===== src/sv/mtes_pkg.sv =====
package mtes_pkg;

  // Field and register widths
  localparam int SAMPLE_W  = 16;
  localparam int DELAY_W   = 15;
  localparam int GAIN_W    = 16;
  localparam int REP_W     = 4;
  localparam int CFG_IDX_W = 2;
  localparam int CFG_DAT_W = 16;

  // Q1.15 gain with room for exactly 1.0
  localparam int GAINQ_W = GAIN_W + 1;
  localparam logic [GAINQ_W-1:0] GAIN_ONE = 17'd32768;

  // Tap offset: at most 15 taps of 32767 samples
  localparam int OFF_W = 19;
  // Accumulator: input plus at most 15 taps of magnitude 32768
  localparam int ACC_W = 22;
  // Product of a sample and a Q1.15 gain
  localparam int PROD_W = 34;

  // Register indexes
  localparam logic [CFG_IDX_W-1:0] REG_DELAY  = 2'd0;
  localparam logic [CFG_IDX_W-1:0] REG_DECAY  = 2'd1;
  localparam logic [CFG_IDX_W-1:0] REG_REPEAT = 2'd2;

  // Register reset values
  localparam logic [DELAY_W-1:0] DELAY_RST  = 15'd11025;
  localparam logic [GAIN_W-1:0]  DECAY_RST  = 16'd19661;
  localparam logic [REP_W-1:0]   REPEAT_RST = 4'd1;

  typedef enum logic [2:0] {
    ST_IDLE,
    ST_READ,
    ST_MUL,
    ST_WRITE,
    ST_EMIT
  } state_t;

  typedef struct packed {
    logic load;   // capture a new sample
    logic issue;  // read the history for the next tap
    logic mul;    // scale the tap and advance gain and offset
    logic write;  // store the sample in the ring
    logic emit;   // load the output register
  } cmd_t;

  typedef struct packed {
    logic rem_zero;  // no taps left
    logic out_busy;  // output register still holds a result
  } status_t;

endpackage


===== src/sv/mtes_ctrl.sv =====
module mtes_ctrl (
  input  logic             clk,
  input  logic             rst,
  input  logic             in_valid,
  output logic             in_ready,
  input  mtes_pkg::status_t status,
  output mtes_pkg::cmd_t    cmd
);

  mtes_pkg::state_t state;
  mtes_pkg::state_t state_next;

  // Hold the state
  always_ff @(posedge clk) begin
    if (rst) begin
      state <= mtes_pkg::ST_IDLE;
    end else begin
      state <= state_next;
    end
  end

  // Advance through the taps
  always_comb begin
    state_next = state;
    case (state)
      mtes_pkg::ST_IDLE: begin
        if (in_valid) state_next = mtes_pkg::ST_READ;
      end
      mtes_pkg::ST_READ: begin
        if (status.rem_zero) state_next = mtes_pkg::ST_WRITE;
        else                 state_next = mtes_pkg::ST_MUL;
      end
      mtes_pkg::ST_MUL:   state_next = mtes_pkg::ST_READ;
      mtes_pkg::ST_WRITE: state_next = mtes_pkg::ST_EMIT;
      mtes_pkg::ST_EMIT: begin
        if (!status.out_busy) state_next = mtes_pkg::ST_IDLE;
      end
      default: state_next = mtes_pkg::ST_IDLE;
    endcase
  end

  // Drive the datapath commands
  always_comb begin
    cmd      = '0;
    in_ready = 1'b0;
    case (state)
      mtes_pkg::ST_IDLE: begin
        in_ready = 1'b1;
        cmd.load = in_valid;
      end
      mtes_pkg::ST_READ:  cmd.issue = !status.rem_zero;
      mtes_pkg::ST_MUL:   cmd.mul   = 1'b1;
      mtes_pkg::ST_WRITE: cmd.write = 1'b1;
      mtes_pkg::ST_EMIT:  cmd.emit  = !status.out_busy;
      default: begin
        cmd      = '0;
        in_ready = 1'b0;
      end
    endcase
  end

endmodule


===== config.mk =====
export PLATFORM = sky130hd
export DESIGN_NAME = mtes_ctrl
export DESIGN_NICKNAME = d
export VERILOG_FILES = /design/src/sv/mtes_pkg.sv /design/src/sv/mtes_ctrl.sv
export SDC_FILE = /design/constraint.sdc
export NUM_CORES = 1
export LEC_CHECK = 0
export BUFFER_PORTS_ARGS = -buffer_cell sky130_fd_sc_hd__buf_4
export CAP_MARGIN = 20
export CELL_PAD_IN_SITES_DETAIL_PLACEMENT = 0
export CELL_PAD_IN_SITES_GLOBAL_PLACEMENT = 2
export CORE_AREA = 2 2 39 41
export CTS_CLUSTER_DIAMETER = 100
export DETAILED_ROUTE_END_ITERATION = 7
export DIE_AREA = 0 0 41 43
export PLACE_DENSITY = 0.59
export SYNTH_ARGS = -nofsm -noshare
export SYNTH_HDL_FRONTEND = slang
export SYNTH_SLANG_ARGS = --single-unit

===== constraint.sdc =====
create_clock -name clk -period 1.4 [get_ports clk]
set_input_delay 0.28 -clock clk [delete_from_list [all_inputs] [get_ports clk]]
set_output_delay 0.28 -clock clk [all_outputs]
set_load 0.03 [all_outputs]

---- Word level (Yosys, flattened, before mapping) ----
Index checks and enable logic that the tools add are counted.
cells by class
  muxes and demuxes ....................... 10
  reductions and logical operators ........ 4
  eq/ne operators ......................... 6
operators with widths
  operator                                                                number
  3-bit one-hot mux with 5 select lines                                   1
  1-bit two-way mux                                                       7
  3-bit by 2-bit equality test with 1-bit output (second input constant)  2
  3-bit two-way mux                                                       2
  2-bit != test (second input constant)                                   2
  3-bit by 1-bit equality test with 1-bit output (second input constant)  1
  3-bit equality test (second input constant)                             1
  3-bit logical NOT                                                       1
  1-bit logical NOT                                                       2
  2-bit AND reduction                                                     1
storage, ports and cells
  register bits ........................... 3
  bits of input ports ..................... 5

---- Longest topological paths before layout ----
  depth after elaboration ................. 3
  depth in mapped cells ................... 2
  depth with buffers taken out ............ 2

---- Worst setup path after synthesis ----
Ideal clock, no wire load.
  path type ............................... register to output
  from .................................... register state[0]
  to ...................................... output port cmd[4] (netlist bit)
  path buffers ............................ 0
  setup slack ............................. -0.360 ns
  stages on the path, launching flop included .. 3
  data arrival time ....................... 1.480 ns
  cells stage by stage .................... dfxtp_1 -> nor3_1 -> and2_1
RTL lines
  element                   line             source
  start: declaration        mtes_ctrl.sv:10  mtes_pkg::state_t state;
  start signal: assignment  mtes_ctrl.sv:16  state <= mtes_pkg::ST_IDLE;
  start signal: assignment  mtes_ctrl.sv:18  state <= state_next;
  end: declaration          mtes_ctrl.sv:7   output mtes_pkg::cmd_t cmd

==> flow_metrics.tcl <==
set metrics [dict create \
    outcome "finished, violations left" \
    violations "negative setup slack" \
    diodes 0 \
    drive_gt1_frac 0.8182 \
    die_w_um 41 \
    top_register "state" \
    cts_root_buffer "clkbuf_4" \
    clock.fmax_ghz 0.6942 \
    p_comb_frac 0.323 \
    hold_viol_final 0 \
    pwr-share-seq 0.266 \
    yosys.area.top_type "dfxtp_1" \
    top_regs "state (3)" \
    synth_seq_cells 3 \
    clkTransAtPathRegs_ns 0.04 \
    tightest_slew_ns 0.3110 \
    critPathMaxStageDelay_ns 0.40 \
    dieArea_mm2 0.001763 \
    final_cells 49 \
    drv_cap 0 \
    power.switching_w 0.0001040 \
    synth_mux_area_frac 0 \
    criticalPathCategory "reg -> out" \
    synth-edff-count 0 \
    endpoint_kind "output pin" \
    drt_iter0_drc 0 \
    cp_cell_sequence "or3b_4 -> nor2_4 -> buf_6" \
    power_w 0.0003609 \
    ys_warn_count 0 \
    cts.sinks 3 \
    synth_area_um2 165.2 \
    synth_cells 17 \
    wl_per_cell_um 9.204 \
    synthAdderAreaFrac 0 \
    synth_compound_area_frac 0.1212 \
    drc 0 \
    synthDistinctLibCells 13 \
    synth_top_cells_by_area "dfxtp_1 36%, and4bb_2 7.6%, a2111oi_1 6.1%" \
    coreArea_mm2 0.001384 \
    die_h_um 43 \
    setup_violations 2 \
    syn_nets 22 \
    grt_max_degree 8 \
    rsz0062_at_grt "yes" \
    crit_slowest_cell "or3b_4" \
    antenna_found_initial 0 \
    cp.arrival_ns 1.16 \
    ctsHoldBuffers 0 \
    grt_util_all_layers 0.06319 \
    crit_fanout 2 \
    nets 39 \
    yosys-top-cells-count "3 x dfxtp_1, 2 x nor2_1, 2 x nor3_1" \
    synth-simple-area-share 0.4697 \
    synth_top_family_by_area "simple AND/OR/NAND/NOR gates" \
    hold_class "in -> reg" \
    dp_hpwl_um 328.8 \
    initial_core_util 0.1193 \
    dp_cells 45 \
    cts_tree "done" \
    io_buffer_count 10 \
    p_sw_frac 0.2882 \
    critPathLaunchType "flip-flop" \
    yosysMostFrequentCell "dfxtp_1" \
    grt-ovfl-total 0 \
    min-delay-start "rst" \
    cp.required_ns 1.12 \
    fin_crit_sh 1.029 \
    async_flop_share 0 \
    cts_made_buffers 3 \
    io_pins 11 \
    drtPass1Iterations 1 \
    largest_register_ffs 3 \
    reg2reg_from "state[1]" \
    internal-power_w 0.0002569 \
    vias 190 \
    grt_pass1_wl_um 717 \
    pwr_density_cell_mw_per_mm2 1023 \
    htree_levels 1 \
    routabilityCongestion 0.6602 \
    cp-startpoint "state[2]" \
    grt_pass1_vias 183 \
    post_cts_buffers 0 \
    fin_ws_ns -0.04059 \
    syn-mean-instance-area_um2 9.715 \
    relSlewSlack 0.7921 \
    min_period_ns 1.441 \
    clockBufferDepth 2 \
    synth_top_area_frac 0.3636 \
    ant_nets 0 \
    p_leak_nw 0.1519 \
    clkLatencyLatePin_ns 0.23 \
    ys.flop_type "dfxtp_1" \
    slew_violations 0 \
    r2r_setup_slack_ns 0.34 \
    yosysSeqAreaShare 0.3636 \
    skew_ns 0.0009956 \
    vias_per_cell 3.878 \
    area_delta_synth_final_pct 113.6 \
    rows 14 \
    wl_um 451 \
    synthXorXnorAreaFrac 0 \
    clkPwrFrac 0.411 \
    ir_drop_mv 0.4261 \
]
-- through the flow --
stage | setup slack [ns] | instance area, µm² | setup TNS (ns) | hold WS, ns | utilization
2_1_floorplan | -0.08015 | 178.9 | -0.1359 | 0.3524 | -
3_3_place_gp | 0.1856 | 289.0 | 0 | 0.4575 | 0.2089
3_5_place_dp | 0.1885 | 289.0 | 0 | 0.4614 | 0.2089
4_1_cts | -0.05500 | 335.3 | -0.09555 | 0.2130 | 0.2423
5_1_grt | -0.08321 | 352.8 | -0.1726 | 0.2137 | 0.2550
6_report | -0.04059 | 352.8 | -0.05286 | 0.2192 | 0.2550
-- cells by family (layout without fill, tap and decap cells) --
group | after synthesis | count (layout)
and+or+nand+nor | 11 | 11
DFF | 3 | 3
AOI/OAI and AO/OA | 2 | 2
buffers and inverters | 1 | 17
-- worst max-delay path: cells and delay by family, from the launching register on --
kind | cells | cell delay (ns)
buffers and inverters | 1 | 0.13
DFF | 1 | 0.31
and+or+nand+nor | 2 | 0.49
-- cells in the final DEF, fill, tap and decap left out --
| cell | n |
|---|---|
| and2_1 | 1 |
| dfxtp_2 | 3 |
| or3b_4 | 1 |
| buf_4 | 9 |
| buf_6 | 4 |
| clkbuf_1 | 1 |
| nor3b_2 | 1 |
| o21ba_2 | 1 |
| and3b_2 | 1 |
| nor4b_2 | 1 |
| clkbuf_4 | 3 |
| a2111oi_1 | 1 |
| nor2_1 | 1 |
| nor3_4 | 1 |
| nor2_4 | 1 |
| nand2b_1 | 1 |
| and4bb_2 | 1 |
| nor3_1 | 1 |
-- cell type report --
| cell class | count | area [µm²] |
|---|---|---|
| timing repair buffer | 13 | 112.6 |
| multi-input combinational | 13 | 130.1 |
| tap | 16 | 20.02 |
| sequential | 3 | 63.81 |
| clock buffer | 4 | 26.28 |
| fill | 157 | 1031 |
-- power by group through the flow --
stage | logic, W | clock network (W) | registers [W]
floorplan | 0.0000506 | 0 | 0.000102
global placement | 0.0000977 | 0 | 0.0000953
detailed placement | 0.0000991 | 0 | 0.0000956
CTS | 0.000112 | 0.000159 | 0.0000949
global route | 0.000124 | 0.000164 | 0.0000970
finish | 0.000117 | 0.000148 | 0.0000961
-- layer usage --
metal,vias to the layer above,part of all wire,GRT usage,wire length (µm)
li1,98,-,-,-
met4,0,0,0.06000,0
met5,-,0,0,0
met2,11,0.39,0.07813,174
met1,81,0.47,0.07372,211
met3,0,0.15,0.03141,66
-- worst paths after layout --
kind         endpoint  cells after the start
max            cmd[3]                      3
min          state[1]                      2
max reg2reg  state[0]                      3
min reg2reg  state[1]                      2
-- timing repair --
action,4_1_cts,5_1_grt
resized for setup,5,6
endpoints found under the setup margin,3,5
pin swaps,2,2
Power figures use the tool's default switching activity.
